File: config.mk
export PLATFORM = sky130hd
export DESIGN_NAME = three_axis_step_pulse_controller
export DESIGN_NICKNAME = d
export VERILOG_FILES = /design/src/rtl/tasp_pkg.sv /design/src/rtl/three_axis_step_pulse_controller.sv /design/src/rtl/tasp_cfg_regs.sv /design/src/rtl/tasp_axis.sv
export SDC_FILE = /design/constraint.sdc
export NUM_CORES = 1
export LEC_CHECK = 0
export BUFFER_PORTS_ARGS = -buffer_cell sky130_fd_sc_hd__buf_4
export CAP_MARGIN = 20
export CORE_MARGIN = 1.5
export CORE_UTILIZATION = 35
export DETAILED_ROUTE_END_ITERATION = 16
export GPL_TIMING_DRIVEN = 0
export PLACE_DENSITY = 0.61
export RECOVER_POWER = 100
export SLEW_MARGIN = 20
export SYNTH_ARGS = -nofsm -noshare
export SYNTH_HDL_FRONTEND = slang
export SYNTH_SLANG_ARGS = --single-unit
export TNS_END_PERCENT = 10
File: constraint.sdc
create_clock -name clk -period 6.59 [get_ports clk]
set_input_delay 1.318 -clock clk [delete_from_list [all_inputs] [get_ports clk]]
set_output_delay 1.318 -clock clk [all_outputs]
set_load 0.05 [all_outputs]
File: src/rtl/tasp_pkg.sv
// Shared types and constants for the three-axis step pulse controller.
`timescale 1ns / 1ps
`default_nettype none

package tasp_pkg;

  localparam int POSITION_BITS = 16;
  localparam int AXIS_COUNT    = 3;
  localparam int FIELD_BITS    = 16;
  localparam int APB_DATA_BITS = 32;
  localparam int APB_ADDR_BITS = 3;

  typedef logic [POSITION_BITS-1:0] pos_t;
  typedef logic [FIELD_BITS-1:0]    field_t;
  typedef logic [AXIS_COUNT-1:0]    axis_mask_t;

  typedef enum logic [2:0] {
    OP_TICK         = 3'd0,
    OP_JOG          = 3'd1,
    OP_SET_TARGET   = 3'd2,
    OP_LIMIT_HIT    = 3'd3,
    OP_CLEAR_LIMIT  = 3'd4
  } op_t;

  typedef enum logic {
    REG_X_TRAVEL_MAX = 1'b0,
    REG_Y_TRAVEL_MAX = 1'b1
  } cfg_reg_t;

  // One command to one axis; at most one of the strobes is high.
  typedef struct packed {
    logic   tick;
    logic   jog;
    logic   set_target;
    logic   limit_hit;
    logic   clear_limit;
    pos_t   amount;
    logic   fwd;
    logic   clamp_en;
    field_t travel_max;
  } axis_cmd_t;

  // Axis state after the current word has been applied.
  typedef struct packed {
    pos_t pos;
    logic step;
    logic dir;
    logic moving;
    logic limit;
  } axis_stat_t;

endpackage : tasp_pkg

`default_nettype wire

File: src/rtl/three_axis_step_pulse_controller.sv
// Top level of the three-axis step/direction pulse controller.
//
// Usage: each word on the in_ channel is either a timer tick or a command
// (jog, set target, limit hit, clear limit) for the axis in in_axis_sel.
// Every word produces exactly one result word on the out_ channel with the
// step, direction, moving and limit pins of all axes, the position of the
// addressed axis and a no-limit flag, all taken after the word is applied.
// A word accepted at the input is captured in the input register; it is
// applied to the axis state once the result register is free or drained,
// at the same edge at which out_valid rises. One word per cycle is
// sustained while out_stall is low.
// While out_stall holds a result, one more word may enter the input
// register; after that in_stall is raised until the result is taken.
// Reset clears all positions and targets, sets every direction forward,
// disables ticks and loads both travel limits with all ones. The user must
// write the APB registers only while no word is in flight; the block does not enforce this.
`timescale 1ns / 1ps
`default_nettype none

module three_axis_step_pulse_controller
  import tasp_pkg::*;
(
  input  wire logic                     clk,
  input  wire logic                     rst_n,
  input  wire logic                     in_valid,
  output logic                          in_stall,
  input  wire logic [2:0]               in_op,
  input  wire logic [1:0]               in_axis_sel,
  input  wire logic [FIELD_BITS-1:0]    in_amount,
  input  wire logic                     in_jog_forward,
  output logic                          out_valid,
  input  wire logic                     out_stall,
  output logic [AXIS_COUNT-1:0]         out_step_pins,
  output logic [AXIS_COUNT-1:0]         out_dir_pins,
  output logic [AXIS_COUNT-1:0]         out_moving_mask,
  output logic [AXIS_COUNT-1:0]         out_limit_mask,
  output logic [FIELD_BITS-1:0]         out_sel_position,
  output logic                          out_no_limit,
  input  wire logic                     psel,
  input  wire logic                     penable,
  input  wire logic                     pwrite,
  input  wire logic [APB_ADDR_BITS-1:0] paddr,
  input  wire logic [APB_DATA_BITS-1:0] pwdata,
  output logic      [APB_DATA_BITS-1:0] prdata,
  output logic                          pready
);

  field_t x_travel_max;
  field_t y_travel_max;

  logic       s1_valid_r, s1_valid_nxt;
  logic [2:0] s1_op_r;
  logic [1:0] s1_sel_r;
  field_t     s1_amount_r;
  logic       s1_fwd_r;

  logic       out_valid_r, out_valid_nxt;
  axis_mask_t out_step_r, out_dir_r, out_mov_r, out_lim_r;
  field_t     out_pos_r;
  logic       out_no_lim_r;

  logic       tick_en_r, tick_en_nxt;
  logic       advance;
  logic       s1_fire;
  logic       in_fire;
  logic       sel_ok;
  op_t        op_c;

  axis_cmd_t  cmd [AXIS_COUNT];
  axis_stat_t stat [AXIS_COUNT];

  axis_mask_t step_c, dir_c, mov_c, lim_c;
  field_t     pos_c;

  tasp_cfg_regs u_cfg (
    .clk          (clk),
    .rst_n        (rst_n),
    .psel         (psel),
    .penable      (penable),
    .pwrite       (pwrite),
    .paddr        (paddr),
    .pwdata       (pwdata),
    .prdata       (prdata),
    .pready       (pready),
    .x_travel_max (x_travel_max),
    .y_travel_max (y_travel_max)
  );

  // The input register moves on whenever the result register is free or drained.
  assign advance  = !out_valid_r || !out_stall;
  assign s1_fire  = s1_valid_r && advance;
  assign in_stall = s1_valid_r && !advance;
  assign in_fire  = in_valid && !in_stall;

  assign op_c   = op_t'(s1_op_r);
  assign sel_ok = 32'(s1_sel_r) < AXIS_COUNT;

  always_comb begin
    tick_en_nxt = tick_en_r;
    if (s1_fire && sel_ok) begin
      case (op_c)
        OP_JOG, OP_SET_TARGET: tick_en_nxt = 1'b1;
        OP_LIMIT_HIT:          tick_en_nxt = 1'b0;
        default: ;
      endcase
    end
  end

  always_comb begin
    for (int a = 0; a < AXIS_COUNT; a++) begin
      cmd[a].tick        = 1'b0;
      cmd[a].jog         = 1'b0;
      cmd[a].set_target  = 1'b0;
      cmd[a].limit_hit   = 1'b0;
      cmd[a].clear_limit = 1'b0;
      cmd[a].amount      = POSITION_BITS'(s1_amount_r);
      cmd[a].fwd         = s1_fwd_r;
      cmd[a].clamp_en    = (a == 0) || (a == 1);
      cmd[a].travel_max  = (a == 0) ? x_travel_max : y_travel_max;
      if (s1_fire) begin
        case (op_c)
          OP_TICK:        cmd[a].tick        = tick_en_r;
          OP_JOG:         cmd[a].jog         = (32'(s1_sel_r) == a);
          OP_SET_TARGET:  cmd[a].set_target  = (32'(s1_sel_r) == a);
          OP_LIMIT_HIT:   cmd[a].limit_hit   = (32'(s1_sel_r) == a);
          OP_CLEAR_LIMIT: cmd[a].clear_limit = (32'(s1_sel_r) == a);
          default: ;
        endcase
      end
    end
  end

  for (genvar g = 0; g < AXIS_COUNT; g++) begin : g_axis
    tasp_axis u_axis (
      .clk    (clk),
      .rst_n  (rst_n),
      .cmd_i  (cmd[g]),
      .stat_o (stat[g])
    );
  end

  always_comb begin
    pos_c = '0;
    for (int a = 0; a < AXIS_COUNT; a++) begin
      step_c[a] = stat[a].step;
      dir_c[a]  = stat[a].dir;
      mov_c[a]  = stat[a].moving;
      lim_c[a]  = stat[a].limit;
      if (32'(s1_sel_r) == a) begin
        pos_c = FIELD_BITS'(stat[a].pos);
      end
    end
  end

  always_comb begin
    s1_valid_nxt = s1_valid_r;
    if (in_fire) begin
      s1_valid_nxt = 1'b1;
    end else if (s1_fire) begin
      s1_valid_nxt = 1'b0;
    end
    out_valid_nxt = out_valid_r;
    if (s1_fire) begin
      out_valid_nxt = 1'b1;
    end else if (!out_stall) begin
      out_valid_nxt = 1'b0;
    end
  end

  always_ff @(posedge clk) begin
    if (!rst_n) begin
      s1_valid_r  <= 1'b0;
      out_valid_r <= 1'b0;
      tick_en_r   <= 1'b0;
    end else begin
      s1_valid_r  <= s1_valid_nxt;
      out_valid_r <= out_valid_nxt;
      tick_en_r   <= tick_en_nxt;
    end
  end

  always_ff @(posedge clk) begin
    if (in_fire) begin
      s1_op_r     <= in_op;
      s1_sel_r    <= in_axis_sel;
      s1_amount_r <= in_amount;
      s1_fwd_r    <= in_jog_forward;
    end
    if (s1_fire) begin
      out_step_r   <= step_c;
      out_dir_r    <= dir_c;
      out_mov_r    <= mov_c;
      out_lim_r    <= lim_c;
      out_pos_r    <= sel_ok ? pos_c : '0;
      out_no_lim_r <= (lim_c == '0);
    end
  end

  assign out_valid        = out_valid_r;
  assign out_step_pins    = out_step_r;
  assign out_dir_pins     = out_dir_r;
  assign out_moving_mask  = out_mov_r;
  assign out_limit_mask   = out_lim_r;
  assign out_sel_position = out_pos_r;
  assign out_no_limit     = out_no_lim_r;

  // The input register is only held back while a full result register is stalled.
  assert property (@(posedge clk) disable iff (!rst_n)
    in_stall |-> (s1_valid_r && out_valid_r && out_stall))
    else $error("input stalled without a blocked result");

  assert property (@(posedge clk) disable iff (!rst_n)
    out_valid |-> (out_no_limit == (out_limit_mask == '0)))
    else $error("no_limit disagrees with limit mask");

  assert property (@(posedge clk) disable iff (!rst_n)
    (s1_fire && sel_ok && (op_c == OP_LIMIT_HIT)) |=> (!tick_en_r && out_valid))
    else $error("limit hit did not halt ticks");

  assert property (@(posedge clk) disable iff (!rst_n)
    !s1_fire |=> $stable(tick_en_r))
    else $error("tick enable changed without a word");

endmodule : three_axis_step_pulse_controller

`default_nettype wire

File: src/rtl/tasp_cfg_regs.sv
// APB register file holding the travel limits of the first two axes.
`timescale 1ns / 1ps
`default_nettype none

module tasp_cfg_regs
  import tasp_pkg::*;
(
  input  wire logic                     clk,
  input  wire logic                     rst_n,
  input  wire logic                     psel,
  input  wire logic                     penable,
  input  wire logic                     pwrite,
  input  wire logic [APB_ADDR_BITS-1:0] paddr,
  input  wire logic [APB_DATA_BITS-1:0] pwdata,
  output logic      [APB_DATA_BITS-1:0] prdata,
  output logic                          pready,
  output field_t                        x_travel_max,
  output field_t                        y_travel_max
);

  field_t   x_max_r, x_max_nxt;
  field_t   y_max_r, y_max_nxt;
  cfg_reg_t reg_sel;
  logic     wr_en;

  assign reg_sel = cfg_reg_t'(paddr[2]);
  assign wr_en   = psel && penable && pwrite;
  assign pready  = 1'b1;

  always_comb begin
    x_max_nxt = x_max_r;
    y_max_nxt = y_max_r;
    if (wr_en) begin
      case (reg_sel)
        REG_X_TRAVEL_MAX: x_max_nxt = pwdata[FIELD_BITS-1:0];
        REG_Y_TRAVEL_MAX: y_max_nxt = pwdata[FIELD_BITS-1:0];
        default: ;
      endcase
    end
  end

  always_comb begin
    case (reg_sel)
      REG_X_TRAVEL_MAX: prdata = APB_DATA_BITS'(x_max_r);
      REG_Y_TRAVEL_MAX: prdata = APB_DATA_BITS'(y_max_r);
      default:          prdata = '0;
    endcase
  end

  always_ff @(posedge clk) begin
    if (!rst_n) begin
      x_max_r <= '1;
      y_max_r <= '1;
    end else begin
      x_max_r <= x_max_nxt;
      y_max_r <= y_max_nxt;
    end
  end

  assign x_travel_max = x_max_r;
  assign y_travel_max = y_max_r;

endmodule : tasp_cfg_regs

`default_nettype wire

File: src/rtl/tasp_axis.sv
// State and update logic of one axis: position, target, direction and step pin.
`timescale 1ns / 1ps
`default_nettype none

module tasp_axis
  import tasp_pkg::*;
(
  input  wire logic clk,
  input  wire logic rst_n,
  input  wire axis_cmd_t cmd_i,
  output axis_stat_t stat_o
);

  pos_t pos_r, pos_nxt;
  pos_t tgt_r, tgt_nxt;
  logic mov_r, mov_nxt;
  logic fwd_r, fwd_nxt;
  logic tog_r, tog_nxt;
  logic step_r, step_nxt;
  logic lim_r, lim_nxt;
  pos_t jog_sum;
  pos_t jog_tgt;

  // The jog target wraps first and, where clamping is enabled, is then held at or below the travel limit.
  always_comb begin
    jog_sum = cmd_i.fwd ? pos_r + cmd_i.amount : pos_r - cmd_i.amount;
    if (cmd_i.clamp_en && (32'(jog_sum) > 32'(cmd_i.travel_max))) begin
      jog_tgt = POSITION_BITS'(cmd_i.travel_max);
    end else begin
      jog_tgt = jog_sum;
    end
  end

  always_comb begin
    pos_nxt  = pos_r;
    tgt_nxt  = tgt_r;
    mov_nxt  = mov_r;
    fwd_nxt  = fwd_r;
    tog_nxt  = tog_r;
    step_nxt = step_r;
    lim_nxt  = lim_r;
    if (cmd_i.tick) begin
      if (pos_r == tgt_r) begin
        mov_nxt  = 1'b0;
        step_nxt = 1'b0;
      end
      if (mov_nxt) begin
        step_nxt = tog_r;
        tog_nxt  = ~tog_r;
        pos_nxt  = fwd_r ? pos_r + pos_t'(1) : pos_r - pos_t'(1);
      end
    end else if (cmd_i.jog) begin
      fwd_nxt = cmd_i.fwd;
      tgt_nxt = jog_tgt;
      mov_nxt = 1'b1;
    end else if (cmd_i.set_target) begin
      tgt_nxt = cmd_i.amount;
      fwd_nxt = cmd_i.amount > pos_r;
      mov_nxt = 1'b1;
    end else if (cmd_i.limit_hit) begin
      lim_nxt = 1'b1;
      mov_nxt = 1'b0;
      pos_nxt = '0;
    end else if (cmd_i.clear_limit) begin
      lim_nxt = 1'b0;
    end
  end

  always_ff @(posedge clk) begin
    if (!rst_n) begin
      pos_r  <= '0;
      tgt_r  <= '0;
      mov_r  <= 1'b0;
      fwd_r  <= 1'b1;
      tog_r  <= 1'b0;
      step_r <= 1'b0;
      lim_r  <= 1'b0;
    end else begin
      pos_r  <= pos_nxt;
      tgt_r  <= tgt_nxt;
      mov_r  <= mov_nxt;
      fwd_r  <= fwd_nxt;
      tog_r  <= tog_nxt;
      step_r <= step_nxt;
      lim_r  <= lim_nxt;
    end
  end

  assign stat_o.pos    = pos_nxt;
  assign stat_o.step   = step_nxt;
  assign stat_o.dir    = fwd_nxt;
  assign stat_o.moving = mov_nxt;
  assign stat_o.limit  = lim_nxt;

endmodule : tasp_axis

`default_nettype wire
==> results of run 1 <==
power groups by stage:
stage	logic, uW	clock network, uW	registers, uW
6_report	477	1100	1310
5_1_grt	510	1150	1310
4_1_cts	484	1110	1310
3_5_place_dp	482	0	1330
3_3_place_gp	476	0	1330
2_1_floorplan	296	0	1340
stage by stage:
step / setup slack, ns / area [um2] / std cells / hold WS (ns) / power [uW]
2_1_floorplan: 1.868 / 15440 / 1880 / 0.4417 / 1636
3_3_place_gp: 0.5248 / 16850 / 2555 / 0.4575 / 1810
3_5_place_dp: 0.4973 / 16870 / 2556 / 0.4643 / 1815
4_1_cts: 0.4665 / 17480 / 2588 / 0.4753 / 2899
5_1_grt: 0.01008 / 17240 / 2588 / 0.4881 / 2974
6_report: 0.3237 / 17240 / 2588 / 0.4755 / 2882
worst paths after layout:
path	endpoint	slack [ns]
worst max-delay path	g_axis[1].u_axis.tgt_r[9]	0.32
worst min-delay path	g_axis[2].u_axis.tgt_r[11]	0.48
worst max register to register	g_axis[1].u_axis.tgt_r[9]	0.32
worst min register to register	g_axis[2].u_axis.tgt_r[11]	0.48
cells in the final DEF (no fill, tap or decap), types with 21 or more instances in the layout:
| cell type | instances |
|---|---|
| xor2_1 | 56 |
| buf_4 | 37 |
| nor2b_1 | 21 |
| nand2_1 | 142 |
| o21a_1 | 31 |
| mux2i_1 | 25 |
| edfxtp_1 | 51 |
| clkbuf_1 | 121 |
| ha_1 | 167 |
| nor2_1 | 167 |
| xnor2_1 | 71 |
| clkbuf_4 | 22 |
| and3_1 | 21 |
| o21ai_0 | 108 |
| dfxtp_1 | 146 |
| a21oi_1 | 151 |
| inv_1 | 112 |
| nand3_1 | 59 |
| a31oi_1 | 30 |
| o211ai_1 | 53 |
| nor3_1 | 41 |
| nand2b_1 | 21 |
cells in the mapped netlist, types with 31 or more instances:
cell      instances
o21ai_0         108
dfxtp_1         146
ha_1            167
nand3_1          59
edfxtp_1         51
clkbuf_1         63
nor3_1           40
xor2_1           56
a21oi_1         151
nor2_1          167
o21a_1           31
o211ai_1         53
nand2_1         142
xnor2_1          71
inv_1           111
cell type report:
class,instances,area share
buffer,98,0.02540
clock buffer,17,0.02467
clock inverter,15,0.01045
inverter,113,0.02460
multi-input combinational,1472,0.5852
sequential,197,0.2583
tap,585,0.04245
timing repair buffer,91,0.02895
cells by family (layout without fill, tap and decap cells):
logic type / Yosys count / after routing / synth area share
AO/OA/AOI/OAI: 567 / 567 / 0.2440
AND/OR/NAND/NOR: 554 / 554 / 0.1686
buffers and inverters: 211 / 334 / 0.05645
flip-flops: 197 / 197 / 0.2896
adder cells (fa/ha/maj): 176 / 176 / 0.1476
XOR/XNOR: 128 / 128 / 0.07337
multiplexers: 30 / 30 / 0.01993
other: 2 / 17 / 0.0004882
routing by layer:
metal / routed length (um) / GRT usage / vias to the layer above
met5: 0 / 0 / -
met2: 25140 / 0.4032 / 662
met3: 4367 / 0.04195 / 141
met4: 2754 / 0.1247 / 0
met1: 24160 / 0.3241 / 7061
li1: - / - / 7003
worst reg2reg max path, cell delays in order (launching register included):
cell and delay, ns:
edfxtp_1 0.96, inv_1 0.45, ha_1 0.44, nor2b_1 0.13, o21a_1 0.14, o21ai_0 0.15
a211oi_1 0.37, a31oi_1 0.25, o31a_1 0.34, o22ai_1 0.18, xor2_1 0.37, ha_1 0.33
nand4_1 0.10, nor2_1 0.07, a211o_1 0.30, o31ai_2 0.74, buf_2 0.37, mux2i_1 0.36
a21oi_1 0.12
sequential cells by signal, summed over array words and instances (netlist names), 2 cells and up:
register              flops
g_axis.u_axis.fwd_r       3
g_axis.u_axis.lim_r       3
g_axis.u_axis.mov_r       3
g_axis.u_axis.pos_r      48
g_axis.u_axis.step_r      3
g_axis.u_axis.tgt_r      48
g_axis.u_axis.tog_r       3
op_c                      3
out_dir_pins              3
out_limit_mask            3
out_moving_mask           3
out_sel_position         16
out_step_pins             3
s1_amount_r              16
s1_sel_r                  2
u_cfg.x_travel_max       16
u_cfg.y_travel_max       16
==> impl_metrics.toml, run 1 <==
[pwr]
power.share.combinational = 0.166
ir_worst_vdd_mv = 0.1826
swShare = 0.3207
pwr-share-seq = 0.453
intPower_uw = 1958
clkPwrFrac = 0.381
power_switching_uw = 924.3
p_leak_uw = 0.007455
power_density_nw_per_um2 = 167.1

[setup_path]
crit_required_ns = 6.93
rr_worst_depth = 18
path_depth = 18
start_kind = "register"
crit_arrival_ns = 6.61
path_buf_inv = 2
cpMaxStageDelayCell = "edfxtp_1"
crit_start = "s1_amount_r[1]"
path_common_cell = "ha_1"
setup.worst_path.class = "register to register"
crit_path_max_incr_delay_ns = 0.96
cp_cell_sequence = "inv_1, ha_1, nor2b_1, o21a_1, o21ai_0, a211oi_1, a31oi_1, o31a_1, o22ai_1, xor2_1, ha_1, nand4_1, nor2_1, a211o_1, o31ai_2, buf_2, mux2i_1, a21oi_1"
worst_setup_path_end_kind = "register"
path_max_fanout = 12
cpLargestDelayFamily = "compound AO/OA/AOI/OAI gates"
r2r_start = "s1_amount_r[1]"

[clocking]
postCtsHoldBufs = 0
cts_setup_buffers = 0
cts_tree = "built"
insertion_delay_ns = 0.48
cts_resized = 0
cts_sinks = 197
clk_pin_slew_worst_paths_ns = 0.08
clk_path_buf_depth = 2
cts_buffers = 17
clock-root-buffer = "clkbuf_16"
cts_htree_levels = 4

[yosys]
synth_area_leaders = "dfxtp_1 (19%), ha_1 (14%), edfxtp_1 (10%), a21oi_1 (4.9%), nor2_1 (4.1%)"
synth_top_area_share = 0.1900
synth_enable_flop_cells = 51
synth.distinct_cells = 77
async_flop_share = 0
ys_ff_latch = 197
seq_area_frac_synth = 0.2896
yosysWarningCount = 0
synth_ff_type = "dfxtp_1"
avgSynthCellArea_um2 = 8.248
yosysTopAreaCell = "dfxtp_1"
syn_area_um2 = 15380
syn_inst = 1865

[layout]
nets = 2230
nFillCells = 4415
multiInputGateArea_um2 = 10090
seqCellArea_um2 = 4454
antenna-diode-count = 0
fin_util = 0.3986
synthToLayoutAreaGrowth_pct = 12.10
drive_above_1_share = 0.06041

[global_routing]
antenna_found_initial = 0
grt_overflow = 0
grt_max_degree = 33
grtUsageTotal = 0.2507
grt_pass1_vias = 14264
grt_pass1_wl_um = 84370

[placed_design]
routabilityCongestion = 0.9765
port-buffer-count = 90
hpwl_um = 44750

[drt]
vias = 14867
first_iter_violations = 1413
drc = 0
wl_per_cell_um = 21.80
wl_um = 56420
first_pass_iters = 6
ant_nets = 0
viasPerCell = 5.745

[hold_path]
hold_start = "g_axis[2].u_axis.tgt_r[11]"
hold_class = "register to register"
hold_path_depth = 2

[timing]
drv_slew = 23
rsz0062_at_grt = "no"
setup_viol = 0
slew_headroom = -0.03514
skew_ns = 0.01695
hold_viol_final = 0
fmaxAchievable_mhz = 159.6
setup_tns_ns = 0
period_needed_ns = 6.266
min_period_over_period = 0.9509
max_slew.worst_pin.slew_ns = 1.553

[die]
io_pins = 128
dieArea_um2 = 45220
row_count = 76
dieHeight_um = 212.6
core_um2 = 43270
start_util = 0.3555
fp.dieW_um = 212.6

[status]
status = "finished, violations left"
violations = "max-capacitance violations, max-slew violations"

[run]
drv_cap = 2
No activity file was read; power rests on OpenSTA's default activity.
==> run 2: changes to the inputs <==
- ABC_AREA: default -> 1
- CORE_UTILIZATION: 35 -> 60
- PLACE_DENSITY: 0.61 -> 0.89
- RECOVER_POWER: 100 -> default
==> impl_metrics.toml, run 2 <==
[clocking]
cts_tree = "built"
clk_path_buf_depth = 2
cts_resized = 0
cts_sinks = 197
cts_setup_buffers = 0
insertion_delay_ns = 0.46
cts_htree_levels = 4
clk_pin_slew_worst_paths_ns = 0.08
cts_buffers = 17
postCtsHoldBufs = 0
clock-root-buffer = "clkbuf_16"

[global_routing]
grtUsageTotal = 0.4216
grt_max_degree = 33
grt-busiest-layer = "met2"
grt_use_met2 = 0.6404
antenna_found_initial = 2
grt_pass1_vias = 18810
grt_overflow = 0
grt_pass1_wl_um = 101800
met3_usage = 0.1215
grtUsageMet1 = 0.5392

[yosys]
synth_area_leaders = "nand2_1 (19%), dfxtp_1 (16%), ha_1 (11%), edfxtp_1 (8.3%), inv_1 (7.8%)"
synthTopCellsByCount = "nand2_1 (936), inv_1 (383), nand3_1 (265)"
synth_enable_flop_cells = 51
seq_area_frac_synth = 0.2419
syn_area_um2 = 18420
syn_inst = 2984
synth_top_area_share = 0.1908
yosysMostFrequentCell = "nand2_1"
avgSynthCellArea_um2 = 6.171
synth_ff_type = "dfxtp_1"
yosysWarningCount = 0
synth.distinct_cells = 55
async_flop_share = 0
ys_ff_latch = 197
yosysTopAreaCell = "nand2_1"

[timing]
fmaxAchievable_mhz = 201.7
worst_slack_ns = 1.632
hold_viol_final = 0
skew_ns = 0.01292
drv_slew = 0
setup_viol = 0
min_period_over_period = 0.7524
period_needed_ns = 4.958
holdWs_ns = 0.4797
max_slew.worst_pin.slew_ns = 1.085
setup_tns_ns = 0
slew_headroom = 0.2759
rsz0062_at_grt = "no"

[drt]
vias = 20648
wl_per_cell_um = 19.10
ant_nets = 0
first_pass_iters = 9
viasPerCell = 5.876
wl_um = 67110
drc = 0
first_iter_violations = 2301

[placed_design]
hpwl_um = 54300
place_inst = 3480
place_ws_ns = 1.928
port-buffer-count = 91
routabilityCongestion = 1.088

[setup_path]
cp_cell_sequence = "inv_1, ha_1, clkbuf_1, o21ai_0, nand3_1, nand2_1, nor2_1, nand2_1, nand2_1, nand2_1, nand2_1, nand2_1, ha_1, nand4_1, nor3_1, nand3_1, nand2_1, buf_2, nand3_1, nand3_1, a21oi_1"
worst_setup_path_end_kind = "register"
path_common_cell = "nand2_1"
start_kind = "register"
cpMaxStageDelayCell = "edfxtp_1"
path_max_fanout = 10
setup.worst_path.class = "register to register"
cpLargestDelayFamily = "simple AND/OR/NAND/NOR gates"
crit_path_max_incr_delay_ns = 0.76
crit_required_ns = 6.94
path_buf_inv = 3
crit_arrival_ns = 5.31

[layout]
mostFrequentLayoutCell = "nand2_1"
finalNonFillerCells = 3514
final_cell_mix = "nand2_1 (936), inv_1 (383), nand3_1 (265), a21oi_1 (251), nor2_1 (238)"
nets = 3349
synthToLayoutAreaGrowth_pct = 9.954
reg_top3 = "g_axis.u_axis.pos_r (48), g_axis.u_axis.tgt_r (48)"
drive_above_1_share = 0.06758

[die]
core_um2 = 29950
dieArea_um2 = 31750
start_util = 0.6148
row_count = 63
fp.dieW_um = 178.2
dieHeight_um = 178.2
io_pins = 128

[status]
status = "finished clean"

[run]
drv_cap = 0

[pwr]
total_power_uw = 2903
ir_worst_vdd_mv = 0.1736
p_leak_uw = 0.01072
power_density_nw_per_um2 = 143.3

[hold_path]
hold_class = "register to register"
==> run 2: metrics by stage <==
step                      utilization  instance area, um2
after global placement         0.6558               19640
final                          0.6760               20250
after floorplan                     -               18470
after CTS                      0.6758               20240
after global routing           0.6759               20250
after detailed placement       0.6558               19640
==> run 2: cell families (layout without fill, tap and decap cells) <==
logic type,count (synthesis),after routing,synth area share
DFF,197,197,0.2419
adders and majority gates,176,176,0.1233
buffers and inverters,505,628,0.1098
and+or+nand+nor,1522,1522,0.3418
AOI/OAI and AO/OA,496,496,0.1419
other,2,19,0.0004078
xor gates and xnor gates,86,86,0.04090
==> run 2: final timing paths <==
check / startpoint / end / slack, ns / depth (start not counted)
max: s1_amount_r[12] / g_axis[1].u_axis.tgt_r[11] / 1.63 / 21
min: s1_valid_r / out_valid / 0.48 / 2
max reg2reg: s1_amount_r[12] / g_axis[1].u_axis.tgt_r[11] / 1.63 / 21
min reg2reg: s1_valid_r / out_valid / 0.48 / 2
==> run 2: cell type report <==
| cell class | count | area (um2) |
|---|---|---|
| Tap cell | 390 | 488.0 |
| Timing Repair Buffer | 91 | 683.2 |
| Antenna cell | 2 | 5.005 |
| Buffer | 111 | 541.8 |
| Clock buffer | 19 | 442.9 |
| Clock inverter | 13 | 156.4 |
| Inverter | 394 | 1481 |
| Sequential cell | 197 | 4454 |
| Multi-Input combinational cell | 2297 | 12000 |
| Fill cell | 2753 | 9706 |
==> run 2: metal layers <==
metal | vias up | routed length, um
met4 | 4 | 3853
met5 | - | 93
met3 | 252 | 8170
li1 | 9835 | -
met2 | 1221 | 28190
met1 | 9336 | 26800
==> run 2: power by group <==
group / internal [uW] / switching [uW] / leakage (uW)
Sequential: 1270 / 35.9 / 0.00167
Clock: 524 / 569 / 0.000292
Combinational: 145 / 361 / 0.00876
Total: 1940 / 967 / 0.0107
==> run 2: worst min-delay path: stages (launching register included) <==
cell and delay (ns):
dfxtp_1 0.32, inv_1 0.06, a21oi_1 0.06
